==> config.mk <==
export PLATFORM = sky130hd
export DESIGN_NAME = spq_cell
export DESIGN_NICKNAME = d
export VERILOG_FILES = /design/src/rtl/assert_macros.svh /design/src/rtl/spq_pkg.sv /design/src/rtl/spq_cell.sv
export SDC_FILE = /design/constraint.sdc
export NUM_CORES = 1
export LEC_CHECK = 0
export BUFFER_PORTS_ARGS = -buffer_cell sky130_fd_sc_hd__buf_2
export CELL_PAD_IN_SITES_DETAIL_PLACEMENT = 0
export CELL_PAD_IN_SITES_GLOBAL_PLACEMENT = 1
export CORE_AREA = 2 2 194 196
export DETAILED_ROUTE_END_ITERATION = 10
export DIE_AREA = 0 0 196 198
export PLACE_DENSITY_LB_ADDON = 0.15
export SLEW_MARGIN = 5
export SYNTH_ARGS = -nofsm -noshare
export SYNTH_HDL_FRONTEND = slang
export SYNTH_SLANG_ARGS = --single-unit
==> constraint.sdc <==
create_clock -name clk -period 2.37 [get_ports clk]
set_input_delay 0.3555 -clock clk [delete_from_list [all_inputs] [get_ports clk]]
set_output_delay 0.3555 -clock clk [all_outputs]
set_load 0.02 [all_outputs]
==> src/rtl/assert_macros.svh <==
// Concurrent assertion helpers, clocked on the rising edge and disabled in reset.
`ifndef ASSERT_MACROS_SVH
`define ASSERT_MACROS_SVH

// Property holds at every edge.
`define SPQ_ASSERT(lbl, clk_s, rst_n_s, prop, msg) \
	lbl: assert property (@(posedge clk_s) disable iff (!rst_n_s) (prop)) else $error(msg);

// Antecedent implies consequent at the next edge.
`define SPQ_ASSERT_NEXT(lbl, clk_s, rst_n_s, ante, cons, msg) \
	lbl: assert property (@(posedge clk_s) disable iff (!rst_n_s) (ante) |=> (cons)) \
		else $error(msg);

`endif

==> src/rtl/spq_pkg.sv <==
package spq_pkg;

	typedef enum logic [1:0] {
		CMD_INSERT  = 2'd0,
		CMD_EXTRACT = 2'd1,
		CMD_PEEK    = 2'd2,
		CMD_MODIFY  = 2'd3
	} cmd_t;

	typedef enum logic [1:0] {
		ST_OK        = 2'd0,
		ST_EMPTY     = 2'd1,
		ST_FULL      = 2'd2,
		ST_NOT_FOUND = 2'd3
	} status_t;

	typedef enum logic [2:0] {
		S_IDLE,
		S_FIND,
		S_REMOVE,
		S_PLACE,
		S_DONE
	} state_t;

	typedef enum logic [2:0] {
		OP_HOLD,
		OP_MARK_ALL,
		OP_MARK_MATCH,
		OP_REMOVE,
		OP_PLACE
	} cell_op_t;

	typedef struct packed {
		logic        vld;
		logic [31:0] value;
		logic [31:0] prio;
		logic [31:0] stamp;
	} entry_t;

	typedef struct packed {
		cell_op_t    op;
		logic [31:0] key;
		entry_t      ins;
	} cell_ctrl_t;

endpackage

==> src/rtl/spq_cell.sv <==
module spq_cell (
	input  logic               clk,
	input  logic               arst_n,
	input  spq_pkg::cell_ctrl_t ctrl,
	input  spq_pkg::entry_t    prev_ent,
	input  logic               prev_goes,
	input  logic               prev_after,
	input  logic [31:0]        prev_stamp,
	input  spq_pkg::entry_t    next_ent,
	output spq_pkg::entry_t    ent,
	output logic               goes,
	output logic               after,
	output logic [31:0]        found_stamp
);
	import spq_pkg::*;

	entry_t ent_q;
	entry_t ent_d;
	logic   shift_q;
	logic   shift_d;
	logic   stays;
	logic   match;
	logic   first;

	// held entry stays ahead of the new one unless lower priority, or equal and younger
	always_comb begin
		stays = ($signed(ent_q.prio) > $signed(ctrl.ins.prio)) ||
			((ent_q.prio == ctrl.ins.prio) && (ent_q.stamp <= ctrl.ins.stamp));
		goes = !ent_q.vld || !stays;
		match = ent_q.vld && (ent_q.value == ctrl.key);
		after = prev_after | match;
		first = match & !prev_after;
		found_stamp = prev_stamp | (first ? ent_q.stamp : 32'd0);
	end

	always_comb begin
		ent_d = ent_q;
		shift_d = shift_q;
		case (ctrl.op)
			OP_MARK_ALL: shift_d = 1'b1;
			OP_MARK_MATCH: shift_d = after;
			OP_REMOVE: begin
				if (shift_q) ent_d = next_ent;
			end
			OP_PLACE: begin
				if (prev_goes) ent_d = prev_ent;
				else if (goes) ent_d = ctrl.ins;
			end
			default: ;
		endcase
	end

	always_ff @(posedge clk or negedge arst_n) begin
		if (!arst_n) begin
			ent_q <= '0;
			shift_q <= 1'b0;
		end else begin
			ent_q <= ent_d;
			shift_q <= shift_d;
		end
	end

	assign ent = ent_q;

endmodule

* Word-level counts from Yosys, hierarchy flattened
Index checks and enable logic that the tools add are counted.
Word-level totals: flip-flop bits (word level) 98, bits in latches 0, bits in writable memories 0, bits in read-only memories 0, bits of input ports 362, output and inout port bits 131, word-level logic and storage cells 34, memories kept 0
Operators by class: add/sub/neg operators 0, $mul 0, div/mod/pow operators 0, $lt $le $gt $ge 2, eq/ne operators 8, shift-type cells 0, muxes and demuxes 6, bitwise logic cells 3, reductions and logical operators 10
Operator list (number):
- 97-bit 2-to-1 mux | 3
- 97-bit case mux with 2 select lines | 1
- 32-bit equality test | 2
- 32-bit > comparator | 1
- 32-bit less-or-equal comparator | 1
- 32-bit 2-to-1 mux | 1
- 32-bit bitwise OR | 1
- 3-bit by 2-bit equality test with 1-bit output, second input constant | 2
- 2-bit nonzero test | 2
- 3-bit by 1-bit equality test with 1-bit output, second input constant | 1
- 3-bit equality test, second input constant | 1
- 1-bit logical NOT | 3
- 3-bit inequality test, second input constant | 1
- 3-bit AND reduction | 1
- 1-bit logical AND | 2
- 1-bit logical OR | 2
- 2-bit inequality test, second input constant | 1
- 1-bit case mux with 2 select lines | 1
- 1-bit AND | 1
- 1-bit bitwise OR | 1

* Logic depth before layout (Yosys ltp)
Gate-level depths: netlist of run 1.
depth in word-level cells 8, gate-level depth with buffers 11, gate-level depth less buffers 9

* Worst setup path after synthesis of run 1
No wires, ideal clock.
path type flip-flop to flip-flop, start register ent_q, in the netlist ent[14], end register ent_q, in the netlist ent[37], library setup time 125 ps, arrival 2613 ps, required time 2245 ps, setup slack -368 ps, stages on the path, launching flop included 11, path buffers 2, clock period less this slack 2738 ps, cell sequence dfrtp_1 -> ha_1 -> nand4_1 -> nor4_1 -> a21boi_1 -> o31a_1 -> o2111ai_2 -> a31oi_2 -> buf_6 -> buf_6 -> mux2_4
On the way: longest elaborated chain between the ends 7
RTL lines:
- start: declaration | line spq_cell.sv:17 | entry_t ent_q;
- start signal: assignment | line spq_cell.sv:58 | ent_q <= ent_d;
- 32-bit less-or-equal comparator | line spq_cell.sv:28 | ((ent_q.prio == ctrl.ins.prio) && (ent_q.stamp <= ctrl.ins.stamp));
- 1-bit logical AND | line spq_cell.sv:28
- 1-bit logical OR | line spq_cell.sv:27 | stays = ($signed(ent_q.prio) > $signed(ctrl.ins.prio)) ||
- 1-bit logical NOT | line spq_cell.sv:29 | goes = !ent_q.vld || !stays;
- 1-bit logical OR | line spq_cell.sv:29
- 3-bit inequality test (no line)
- 3-bit AND reduction (no line)
Every way passes these cells. A chain may end at the register's enable or synchronous reset.

* Final worst setup path of run 1
start register ent_q, in the netlist ent[29], end register ent_q, in the netlist ent[59]
Same word-level chain as after synthesis.

==> PnR_summary.wiki, run 1 <==
{| class="wikitable"
! Metric !! Value
|-
| Status || complete, but fails checks
|-
| Violated checks || setup timing
|-
| First-pass GRT wire length || 51700 um
|-
| Mean routed wirelength per cell || 18.6 um
|-
| Final setup violating endpoints || between 100 and 150
|-
| Family of cells with the greatest summed delay on the critical path || simple AND/OR/NAND/NOR gates
|-
| Count of non-filler cells in the finished layout || between 1500 and 2000
|-
| Per-cell via count in the routed design || approximately 4.3
|-
| Post-synthesis instance total || around 850
|-
| Transition time at the pin with the least slew margin || 604 ps
|-
| Ys Warns || 0
|-
| Antenna violations before repair || 5
|-
| Number of buffers and inverters on the critical path || 5
|-
| Final critical-path required period || between 2000 and 3000 ps
|-
| Area Growth Syn to Fin || 70.9%
|-
| Via count || about 8500
|-
| EDFF count, synth || 0
|-
| Slowest stage cell, crit path || sky130_fd_sc_hd__or4_4
|-
| Total of fill cells in the finished design || between 3000 and 4000
|-
| Sort of element at the start of the critical path || flip-flop
|-
| Cell occurring most often along the worst timing path || sky130_fd_sc_hd__buf_12
|-
| Die Footprint || 0.0388 mm2
|-
| Top cell type's share of synthesized area || 30.5%
|-
| Cells along the critical path || ha_1 > nand4_1 > buf_4 > nor4b_4 > or4_4 > o2111ai_4 > a31oi_4 > buf_6 > buf_12 > buf_12 > buf_16 > mux2_4
|-
| Post-route clock skew || between 10 and 15 ps
|-
| Total of flip-flops plus latches after synthesis || slightly below 100
|-
| Lkg Pwr || between 7 and 8 nW
|-
| Final routed wirelength across all metal layers || about 36000 um
|-
| Root buffer selected by CTS || sky130_fd_sc_hd__clkbuf_16
|-
| Total overflow reported by the global router || 0
|-
| Initial DRT Pass Iterations || 4
|-
| Area taken by flip-flops and latches || roughly 0.0025 mm2
|-
| Placeable core region || around 0.037 mm2
|-
| Area taken by multi-input logic gates || 0.00570 mm2
|-
| Final core area utilization || between 30% and 40%
|-
| Cell types with the largest area share after synthesis || sky130_fd_sc_hd__dfrtp_1 (30%), sky130_fd_sc_hd__mux2i_1 (12%), sky130_fd_sc_hd__ha_1 (9.9%)
|-
| Buffers on Ports || roughly 490
|-
| Clock tree sinks || between 90 and 100
|-
| Syn nets || approximately 1300
|-
| Max-slew violation count || 0
|-
| Type of the worst min-delay path || in2async
|-
| Overall die width || roughly 200 um
|-
| Largest fanout on the critical path || 8
|-
| Initial standard-cell utilization of the core || between 20% and 30%
|-
| CTS H-tree depth || 3
|-
| Skew-Pair Late Insertion Delay || between 300 and 400 ps
|-
| Synth async-reset ratio || between 90% and 100%
|-
| Most used DFF post-synth || sky130_fd_sc_hd__dfrtp_1
|-
| Arr. time, crit path || between 3000 and 4000 ps
|-
| Starting DRT DRC Count || slightly below 200
|-
| Max incr delay on CP || 580 ps
|-
| Slew Limit Headroom || about 60%
|-
| Final critical-path share of the clock period || 125%
|-
| Via count of the first global-routing pass || 8627
|-
| Site row count || 71
|-
| Layout cells sized above 1 || roughly 56%
|-
| Number of hold-slack violations in the final timing report || 0
|-
| Pwr Density || about 660 mW/mm2
|-
| Clock tree from TritonCTS || built
|-
| Final net count || roughly 1900
|-
| Max-Cap Viols || 0
|-
| Clock-pin slew on the worst setup and hold paths || 70 ps
|-
| Most frequent standard cell in the layout excluding fill and tap cells || sky130_fd_sc_hd__buf_2
|-
| Total routing usage reported by global routing || between 10% and 20%
|-
| Setup TNS || -67340 ps
|-
| Endpoint class of the critical path || flip-flop
|-
| Die extent in y || a little under 200 um
|-
| Number of distinct library cells after synthesis || 47
|-
| Gp weighted congestion || approximately 0.77
|-
| Post-Place Cells || around 1900
|-
| Type of the worst setup path || reg2reg
|-
| Total half-perimeter wirelength after legalization and detailed placement || 28200 um
|-
| Total Power Consumption || a little over 9 mW
|-
| Max Buffers Root-to-Sink || 2
|-
| Number of hold buffers added after CTS || 0
|-
| Num CTS Buffers || 9
|-
| Achievable Freq || 0.337 GHz
|-
| Worst hold margin || 54.0 ps
|-
| Pin count of the biggest net entering global routing || about 110
|-
| Mean cell area of the mapped netlist || about 9.5 um2
|-
| Drc violations || 0
|-
| Number of nets still failing antenna checks after routing || 0
|-
| Biggest area consumer among synthesized cells || sky130_fd_sc_hd__dfrtp_1
|-
| Seq/Total Area, Yosys || 30.5%
|-
| Top Ports || about 500
|-
| Unrepaired setup endpoints after global routing || yes
|-
| CP Data Required Time || 2610 ps
|-
| Max IR drop VDD || about 0.34 mV
|-
| Final WS setup || -594 ps
|-
| Synthesized cell area || approximately 0.0081 mm2
|-
| Most frequent cells in the layout || sky130_fd_sc_hd__buf_2 (456), sky130_fd_sc_hd__buf_4 (131), sky130_fd_sc_hd__a21oi_1 (116)
|}
cell usage after synthesis (5+ instances only):
| cell type | count |
|---|---|
| sky130_fd_sc_hd__buf_6 | 5 |
| sky130_fd_sc_hd__nand3_1 | 10 |
| sky130_fd_sc_hd__mux2_2 | 56 |
| sky130_fd_sc_hd__ha_1 | 64 |
| sky130_fd_sc_hd__buf_1 | 5 |
| sky130_fd_sc_hd__nand4_1 | 13 |
| sky130_fd_sc_hd__nor2_1 | 103 |
| sky130_fd_sc_hd__mux2_4 | 38 |
| sky130_fd_sc_hd__buf_2 | 5 |
| sky130_fd_sc_hd__clkbuf_1 | 31 |
| sky130_fd_sc_hd__nor4_1 | 9 |
| sky130_fd_sc_hd__xor2_1 | 31 |
| sky130_fd_sc_hd__inv_1 | 65 |
| sky130_fd_sc_hd__nand2_1 | 12 |
| sky130_fd_sc_hd__a21o_1 | 38 |
| sky130_fd_sc_hd__mux2i_1 | 99 |
| sky130_fd_sc_hd__a21oi_1 | 119 |
| sky130_fd_sc_hd__o21ai_0 | 6 |
| sky130_fd_sc_hd__dfrtp_1 | 98 |
worst reg2reg max path, stage by stage (launching register included):
cell	delay (ps)
sky130_fd_sc_hd__dfrtp_1	390
sky130_fd_sc_hd__ha_1	290
sky130_fd_sc_hd__nand4_1	170
sky130_fd_sc_hd__buf_4	170
sky130_fd_sc_hd__nor4b_4	50
sky130_fd_sc_hd__or4_4	580
sky130_fd_sc_hd__o2111ai_4	230
sky130_fd_sc_hd__a31oi_4	120
sky130_fd_sc_hd__buf_6	160
sky130_fd_sc_hd__buf_12	130
sky130_fd_sc_hd__buf_12	130
sky130_fd_sc_hd__buf_16	140
sky130_fd_sc_hd__mux2_4	290
where the power goes:
part | switching, mW | internal (mW)
sequential | 0.326 | 2.12
combinational | 2.37 | 2.49
clock | 0.701 | 1.07
total | 3.40 | 5.68
per-layer routing:
layer  up-vias  wire [um]  GRT usage, %
met2       271      17600          30.6
met3        28       1890          4.05
met4         4        503          4.32
li1       4289          -             -
met1      3904      16300          22.2
met5         -         31             0
registers in the layout, indices dropped and copies added (netlist names):
signal	cells
shift_q	1
ent	97
what timing repair did:
item	4_1_cts	5_1_grt
pin swaps	19	26
cloned	9	6
setup buffers	15	8
gates resized for setup	119	53
endpoints found under the setup margin	131	132
hold endpoints to repair	0	0
worst paths after layout:
kind                                 from  endpoint  slack, ps  depth (start not counted)
worst max-delay path              ent[29]   ent[59]       -590                         12
worst min-delay path               arst_n   ent[78]         50                          2
worst max register to register    ent[29]   ent[59]       -590                         12
worst min register to register    ent[35]   ent[35]        540                          1
max in group asynchronous          arst_n   ent[15]       1840                          2
min in group clk                ctrl[130]   shift_q        200                          2
layout make-up:
type                    instances  area share (%)
multi-input cells             642            41.4
well taps                     474            4.31
clock inverters                 4           0.718
clock buffers                  12            1.79
inverters                      65            1.77
repair buffers                659            32.0
flip-flops and latches         98            17.9
diodes                          3          0.0546
per-stage QoR:
stage	setup slack [ps]	area (um2)
3_5_place_dp	-757	12200
3_3_place_gp	-727	12200
5_1_grt	-743	13800
4_1_cts	-645	13500
2_1_floorplan	-251	8200
6_report	-594	13800
cells by family (layout without fill, tap and decap cells):
kind of cell | after synthesis | in the layout | share of synthesized area (%)
xor gates and xnor gates | 32 | 32 | 3.48
adders and majority gates | 64 | 64 | 9.95
buffers and inverters | 111 | 740 | 5.72
AOI/OAI and AO/OA | 188 | 188 | 13.8
and+or+nand+nor | 165 | 165 | 9.31
DFF | 98 | 98 | 30.5
other | 0 | 3 | 0
muxes | 193 | 193 | 27.2
Power figures use the tool's default switching activity.
==> run 2: changes to the inputs <==
--- a/config.mk
+++ b/config.mk
@@ -6,12 +6,14 @@
 export NUM_CORES = 1
 export LEC_CHECK = 0
 export BUFFER_PORTS_ARGS = -buffer_cell sky130_fd_sc_hd__buf_2
+export CAP_MARGIN = 10
 export CELL_PAD_IN_SITES_DETAIL_PLACEMENT = 0
 export CELL_PAD_IN_SITES_GLOBAL_PLACEMENT = 1
 export CORE_AREA = 2 2 194 196
 export DETAILED_ROUTE_END_ITERATION = 10
 export DIE_AREA = 0 0 196 198
 export PLACE_DENSITY_LB_ADDON = 0.15
+export REMOVE_ABC_BUFFERS = 1
 export SLEW_MARGIN = 5
 export SYNTH_ARGS = -nofsm -noshare
 export SYNTH_HDL_FRONTEND = slang
==> PnR_summary.wiki, run 2 (synthesis results as in run 1) <==
{| class="wikitable"
! Metric !! Value
|-
| Per-cell via count in the routed design || 4.38 (was 4.34)
|-
| Total routing usage reported by global routing || 17.2% (was 17.7%)
|-
| Final core area utilization || 37.4% (was 37.2%)
|-
| Slew Limit Headroom || 63.8% (was 59.8%)
|-
| Type of the worst setup path || reg2reg (unchanged)
|-
| Final Cell Area || 0.0138 mm2 (about the same)
|-
| Clock-pin slew on the worst setup and hold paths || 60 ps (was 70 ps)
|-
| Count of non-filler cells in the finished layout || 1969 (was 1957)
|-
| Gp weighted congestion || 0.788 (was 0.774)
|-
| Buffers on Ports || 492 (unchanged)
|-
| Most frequent standard cell in the layout excluding fill and tap cells || sky130_fd_sc_hd__buf_2 (unchanged)
|-
| Worst hold margin || 224 ps (was 54.0 ps)
|-
| Reg-to-reg setup timing slack || -610 ps (was -590 ps)
|-
| Layout cells sized above 1 || 55.8% (was 55.7%)
|-
| Total of fill cells in the finished design || 3926 (was 3842)
|-
| Via count || 8620 (was 8496)
|-
| Pwr Density || 649 mW/mm2 (was 660 mW/mm2)
|-
| CTS H-tree depth || 3 (unchanged)
|-
| Transition time at the pin with the least slew margin || 543 ps (was 604 ps)
|-
| First-pass GRT wire length || 50700 um (was 51700 um)
|-
| Total Power Consumption || 8.96 mW (was 9.08 mW)
|-
| Total overflow reported by the global router || 0 (unchanged)
|-
| Max Buffers Root-to-Sink || 2 (unchanged)
|-
| Starting DRT DRC Count || 139 (was 198)
|-
| Die Footprint || 0.0388 mm2 (unchanged)
|-
| Initial DRT Pass Iterations || 4 (unchanged)
|-
| Die extent in y || 198 um (unchanged)
|-
| Unrepaired setup endpoints after global routing || yes (unchanged)
|-
| Placeable core region || 0.0370 mm2 (unchanged)
|-
| Largest register FFs || 97 (unchanged)
|-
| Drc violations || 0 (unchanged)
|-
| Final routed wirelength across all metal layers || 35100 um (was 36400 um)
|-
| Area Growth Syn to Fin || 71.7% (was 70.9%)
|-
| Post-Place Cells || 1916 (was 1908)
|-
| Final WS setup || -609 ps (was -594 ps)
|-
| Startpoint of the lowest-slack register-to-register path || ent[29] (unchanged)
|-
| Number of nets still failing antenna checks after routing || 0 (unchanged)
|-
| Number of hold-slack violations in the final timing report || 0 (unchanged)
|-
| Lkg Pwr || 7.38 nW (was 7.29 nW)
|-
| Endpoint class of the critical path || flip-flop (unchanged)
|-
| Achievable Freq || 0.336 GHz (was 0.337 GHz)
|-
| Worst slack after detailed placement || -794 ps (was -757 ps)
|-
| Max-slew violation count || 0 (unchanged)
|-
| Largest fanout on the critical path || 6 (was 8)
|-
| Setup TNS || -67780 ps (was -67340 ps)
|-
| CP Data Required Time || 2600 ps (was 2610 ps)
|-
| Initial standard-cell utilization of the core || 21.8% (unchanged)
|-
| Site row count || 71 (unchanged)
|-
| Skew-Pair Late Insertion Delay || 350 ps (was 360 ps)
|-
| Type of the worst min-delay path || in2reg (was in2async)
|-
| Total half-perimeter wirelength after legalization and detailed placement || 28400 um (was 28200 um)
|-
| Final net count || 1915 (was 1901)
|-
| Source of the worst hold timing path || ctrl[130]
|-
| Max incr delay on CP || 410 ps (was 580 ps)
|-
| Max IR drop VDD || 0.301 mV (was 0.340 mV)
|-
| Root buffer selected by CTS || sky130_fd_sc_hd__clkbuf_16 (unchanged)
|-
| Top Ports || 493 (unchanged)
|-
| Overall die width || 196 um (unchanged)
|-
| Violated checks || setup timing (unchanged)
|-
| Max-Cap Viols || 0 (unchanged)
|-
| Final critical-path share of the clock period || 126% (was 125%)
|-
| Mean routed wirelength per cell || 17.8 um (was 18.6 um)
|-
| Num CTS Buffers || 9 (unchanged)
|-
| Arr. time, crit path || 3210 ps (about the same)
|-
| Via count of the first global-routing pass || 8849 (was 8627)
|-
| Final critical-path required period || 2980 ps (was 2960 ps)
|-
| Antenna violations before repair || 5 (unchanged)
|-
| Clock tree sinks || 98 (unchanged)
|-
| Status || complete, but fails checks (unchanged)
|-
| Final setup violating endpoints || 131 (was 132)
|-
| Critical Path Start || ent[29] (unchanged)
|-
| Pin count of the biggest net entering global routing || 87 (was 111)
|-
| Slowest stage cell, crit path || sky130_fd_sc_hd__dfrtp_1 (was sky130_fd_sc_hd__or4_4)
|-
| Sort of element at the start of the critical path || flip-flop (unchanged)
|-
| Post-route clock skew || 13.7 ps (was 14.1 ps)
|-
| Most frequent cells in the layout || sky130_fd_sc_hd__buf_2 (456), sky130_fd_sc_hd__buf_4 (140), sky130_fd_sc_hd__a21oi_1 (114) (was sky130_fd_sc_hd__buf_2 (456), sky130_fd_sc_hd__buf_4 (131), sky130_fd_sc_hd__a21oi_1 (116))
|-
| Clock tree from TritonCTS || built (unchanged)
|-
| Cells along the critical path || ha_4 > nand4_1 > nor4_4 > buf_4 > o31a_1 > o2111ai_4 > a31oi_4 > buf_6 > buf_8 > buf_12 > mux2_4 (was ha_1 > nand4_1 > buf_4 > nor4b_4 > or4_4 > o2111ai_4 > a31oi_4 > buf_6 > buf_12 > buf_12 > buf_16 > mux2_4)
|-
| Post-Place Cell Area || 0.0121 mm2 (was 0.0122 mm2)
|}
-- run 2: changes by cell type in the layout (fill, tap and decap cells not counted), moves of 4 or more --
| cell | delta |
|---|---|
| sky130_fd_sc_hd__buf_12 | +6 |
| sky130_fd_sc_hd__buf_16 | -7 |
| sky130_fd_sc_hd__buf_4 | +9 |
| sky130_fd_sc_hd__buf_8 | +4 |
| sky130_fd_sc_hd__dfrtp_1 | +13 |
| sky130_fd_sc_hd__dfrtp_2 | -13 |
| sky130_fd_sc_hd__mux2_2 | -20 |
| sky130_fd_sc_hd__mux2_4 | +20 |
-- run 2: cell type report --
cell class | count | area [um2] | area share [%]
multi-input cells | 642 | 5790 | 41.9
repair buffers | 673 | 4460 | 32.2
flip-flops and latches | 98 | 2450 | 17.7
well taps | 474 | 593 | 4.29
inverters | 65 | 244 | 1.77
clock buffers | 11 | 243 | 1.76
clock inverters | 5 | 37.5 | 0.272
diodes | 1 | 2.50 | 0.0181
-- run 2: repair_timing --
action                     CTS  global route
pin swaps                   24            23
hold endpoints to repair    27             0
setup endpoints to repair  131           131
buffers inserted            22            16
hold buffers                 1             0
resized for setup          128           105
gates cloned                 7             2
-- run 2: where the power goes --
group | leakage (nW) | switching [mW] | internal, mW
clock | 0.132 | 0.718 | 0.748
sequential | 1.14 | 0.331 | 2.11
combinational | 6.11 | 2.42 | 2.64
total | 7.38 | 3.47 | 5.50
-- run 2: worst paths after layout --
check                                to  depth (start not counted)
worst min register to register  shift_q                          2
max in group asynchronous       ent[54]                          3
worst max-delay path            ent[23]                         11
min in group asynchronous       ent[37]                          2
worst max register to register  ent[23]                         11
worst min-delay path            shift_q                          2
-- run 2: layer usage --
| layer | global-route usage [%] | up-vias | share of wire [%] |
|---|---|---|---|
| li1 | - | 4297 | - |
| met1 | 19.5 | 3984 | 41 |
| met2 | 32.3 | 310 | 51 |
| met3 | 4.29 | 25 | 6.3 |
| met4 | 4.10 | 4 | 1.8 |
| met5 | 0 | - | 0.077 |
-- run 2: critical path, delay by kind of cell (launching register included) --
family | cells | cell delay [ps]
compound gates | 3 | 640
fa+ha+maj | 1 | 280
buf+inv | 4 | 620
flops | 1 | 410
mux | 1 | 300
simple gates | 2 | 610
==> run 3: changes to the inputs <==
--- a/config.mk
+++ b/config.mk
@@ -12,6 +12,7 @@
 export CORE_AREA = 2 2 194 196
 export DETAILED_ROUTE_END_ITERATION = 10
 export DIE_AREA = 0 0 196 198
+export MAX_ROUTING_LAYER = met4
 export PLACE_DENSITY_LB_ADDON = 0.15
 export REMOVE_ABC_BUFFERS = 1
 export SLEW_MARGIN = 5
==> PnR_summary.wiki, run 3 (synthesis results as in run 1) <==
{| class="wikitable"
! Metric !! Value
|-
| Starting DRT DRC Count || 120 (was 139)
|-
| Clock network fraction of total power || 16.3% (about the same)
|-
| Buffers on Ports || 492 (unchanged)
|-
| Final WS setup || -589 ps (was -609 ps)
|-
| Combinational Power Share || 56.4% (about the same)
|-
| Total Power Consumption || 8.94 mW (was 8.96 mW)
|-
| Transition time at the pin with the least slew margin || 544 ps (was 543 ps)
|-
| Via count of the first global-routing pass || 8871 (was 8849)
|-
| Max Buffers Root-to-Sink || 2 (unchanged)
|-
| Net switching fraction of the power || 38.6% (was 38.7%)
|-
| Final routed wirelength across all metal layers || 35100 um (about the same)
|-
| Max IR drop VDD || 0.301 mV (about the same)
|-
| Placeable core region || 0.0370 mm2 (unchanged)
|-
| Area Growth Syn to Fin || 71.5% (was 71.7%)
|-
| CP Data Required Time || 2010 ps (was 2600 ps)
|-
| Gp weighted congestion || 0.799 (was 0.788)
|-
| Root buffer selected by CTS || sky130_fd_sc_hd__clkbuf_16 (unchanged)
|-
| Type of the worst setup path || reg2out (was reg2reg)
|-
| Drc violations || 0 (unchanged)
|-
| Capture instance of the worst register-to-register path || ent[93] (was ent[23])
|-
| Mean routed wirelength per cell || 17.8 um (about the same)
|-
| Endpoint class of the critical path || output port (was flip-flop)
|-
| Per-cell via count in the routed design || 4.38 (about the same)
|-
| Overall die width || 196 um (unchanged)
|-
| Final critical-path required period || 2960 ps (was 2980 ps)
|-
| Total half-perimeter wirelength after legalization and detailed placement || 28400 um (unchanged)
|-
| Internal Power || 5.49 mW (was 5.50 mW)
|-
| Violated checks || setup timing (unchanged)
|-
| Pin count of the biggest net entering global routing || 87 (unchanged)
|-
| Number of nets still failing antenna checks after routing || 0 (unchanged)
|-
| Antenna violations before repair || 5 (unchanged)
|-
| Post-route clock skew || 13.0 ps (was 13.7 ps)
|-
| Achievable Freq || 0.338 GHz (was 0.336 GHz)
|-
| Number of stages on the worst hold path || 2 (unchanged)
|-
| Die extent in y || 198 um (unchanged)
|-
| Sort of element at the start of the critical path || flip-flop (unchanged)
|-
| Layout cells sized above 1 || 55.7% (was 55.8%)
|-
| Largest fanout on the critical path || 28 (was 6)
|-
| Pwr Density || 648 mW/mm2 (was 649 mW/mm2)
|-
| Top Ports || 493 (unchanged)
|-
| Largest register FFs || 97 (unchanged)
|-
| Die Footprint || 0.0388 mm2 (unchanged)
|-
| Final critical-path share of the clock period || 125% (was 126%)
|-
| Site row count || 71 (unchanged)
|-
| Initial DRT Pass Iterations || 4 (unchanged)
|-
| Reg-to-reg setup timing slack || -550 ps (was -610 ps)
|-
| Via count || 8631 (was 8620)
|-
| Type of the worst min-delay path || in2reg (unchanged)
|-
| Fraction of power consumed by sequential logic || 27.3% (was 27.2%)
|-
| Total routing usage reported by global routing || 17.7% (was 17.2%)
|-
| CTS H-tree depth || 3 (unchanged)
|-
| Final setup violating endpoints || 131 (unchanged)
|-
| Lkg Pwr || 7.37 nW (was 7.38 nW)
|-
| Arr. time, crit path || 2600 ps (was 3210 ps)
|-
| Source of the worst hold timing path || ctrl[130] (unchanged)
|-
| Unrepaired setup endpoints after global routing || yes (unchanged)
|-
| Endpoint, Worst Hold || shift_q (unchanged)
|-
| Post-Place Cell Area || 0.0121 mm2 (unchanged)
|-
| Most frequent standard cell in the layout excluding fill and tap cells || sky130_fd_sc_hd__buf_2 (unchanged)
|-
| Skew-Pair Late Insertion Delay || 350 ps (about the same)
|-
| Clock tree from TritonCTS || built (unchanged)
|-
| Num CTS Buffers || 9 (unchanged)
|-
| Length in cells of the worst reg-to-reg path || 14 (was 11)
|-
| Most frequent cells in the layout || sky130_fd_sc_hd__buf_2 (456), sky130_fd_sc_hd__buf_4 (141), sky130_fd_sc_hd__a21oi_1 (114) (was sky130_fd_sc_hd__buf_2 (456), sky130_fd_sc_hd__buf_4 (140), sky130_fd_sc_hd__a21oi_1 (114))
|-
| Startpoint of the lowest-slack register-to-register path || ent[53] (was ent[29])
|-
| Switch Pwr || 3.45 mW (was 3.47 mW)
|-
| Final net count || 1915 (unchanged)
|-
| Initial standard-cell utilization of the core || 21.8% (unchanged)
|-
| Clock-pin slew on the worst setup and hold paths || 80 ps (was 60 ps)
|-
| Total overflow reported by the global router || 0 (unchanged)
|-
| Max-Cap Viols || 0 (unchanged)
|-
| First-pass GRT wire length || 50600 um (was 50700 um)
|-
| Final Cell Area || 0.0138 mm2 (about the same)
|-
| Max-slew violation count || 0 (unchanged)
|-
| Clock tree sinks || 98 (unchanged)
|-
| Number of hold-slack violations in the final timing report || 0 (unchanged)
|-
| Slew Limit Headroom || 63.8% (about the same)
|-
| Status || complete, but fails checks (unchanged)
|}
run 3: cell count changes in the layout (fill, tap and decap cells not counted), sizes merged:
| cell | previous run | this run |
|---|---|---|
| diode | 1 | 4 |
run 3: how the worst max path moves through the flow:
stage                          from             end  cells after the start
final                       ent[76]  found_stamp[0]                      9
after global routing        ent[91]  found_stamp[0]                      9
after CTS                   ent[53]            goes                     11
after detailed placement   ctrl[51]         ent[39]                     15
after global placement     ctrl[51]         ent[39]                     15
after floorplan           ctrl[130]         ent[10]                      5
run 3: worst max-delay path: stages, from the launching register on:
cell	delay, ps
sky130_fd_sc_hd__dfrtp_1	390
sky130_fd_sc_hd__xor2_1	150
sky130_fd_sc_hd__nor4_2	320
sky130_fd_sc_hd__buf_4	160
sky130_fd_sc_hd__nand4_1	80
sky130_fd_sc_hd__or3_4	440
sky130_fd_sc_hd__nor2_4	130
sky130_fd_sc_hd__buf_12	190
sky130_fd_sc_hd__a21o_1	230
sky130_fd_sc_hd__buf_6	140
run 3: final cells by class:
cell class | count | area, um2
well taps | 474 | 593
inverters | 65 | 244
multi-input cells | 642 | 5770
clock buffers | 11 | 243
flip-flops and latches | 98 | 2450
repair buffers | 673 | 4450
fillers | 3936 | 23200
clock inverters | 5 | 37.5
diodes | 4 | 10.0
run 3: power by group through the flow:
| stage | clock network (mW) | registers, mW | logic, mW |
|---|---|---|---|
| 2_1_floorplan | 0 | 3.04 | 1.58 |
| 3_3_place_gp | 0 | 2.44 | 4.41 |
| 3_5_place_dp | 0 | 2.44 | 4.44 |
| 4_1_cts | 1.54 | 2.42 | 4.79 |
| 5_1_grt | 1.59 | 2.50 | 5.48 |
| 6_report | 1.46 | 2.44 | 5.05 |
run 3: stage by stage:
step,setup TNS (ps),worst slack [ps],hold WS [ps],utilization (%),cells
CTS,-75200,-665,198,36.0,1960
finish,-66340,-589,224,37.4,1972
global placement,-90460,-818,337,32.8,1916
detailed placement,-88040,-794,341,32.8,1916
global route,-83870,-728,210,37.4,1972
floorplan,-606820,-6090,59.9,-,805
run 3: repair_timing:
item | CTS | global route
buffers inserted | 22 | 16
hold endpoints to repair | 27 | 0
endpoints found under the setup margin | 131 | 131
pin swaps | 24 | 23
gates resized for setup | 128 | 101
gates cloned | 7 | 2
hold buffers | 1 | 0
run 3: metal layers:
metal	routed length, um	GRT usage (%)	vias to the layer above
met5	0	-	-
met4	631	4.10	0
met3	2200	4.05	25
met2	17900	32.3	322
met1	14300	19.7	3983
li1	-	-	4301
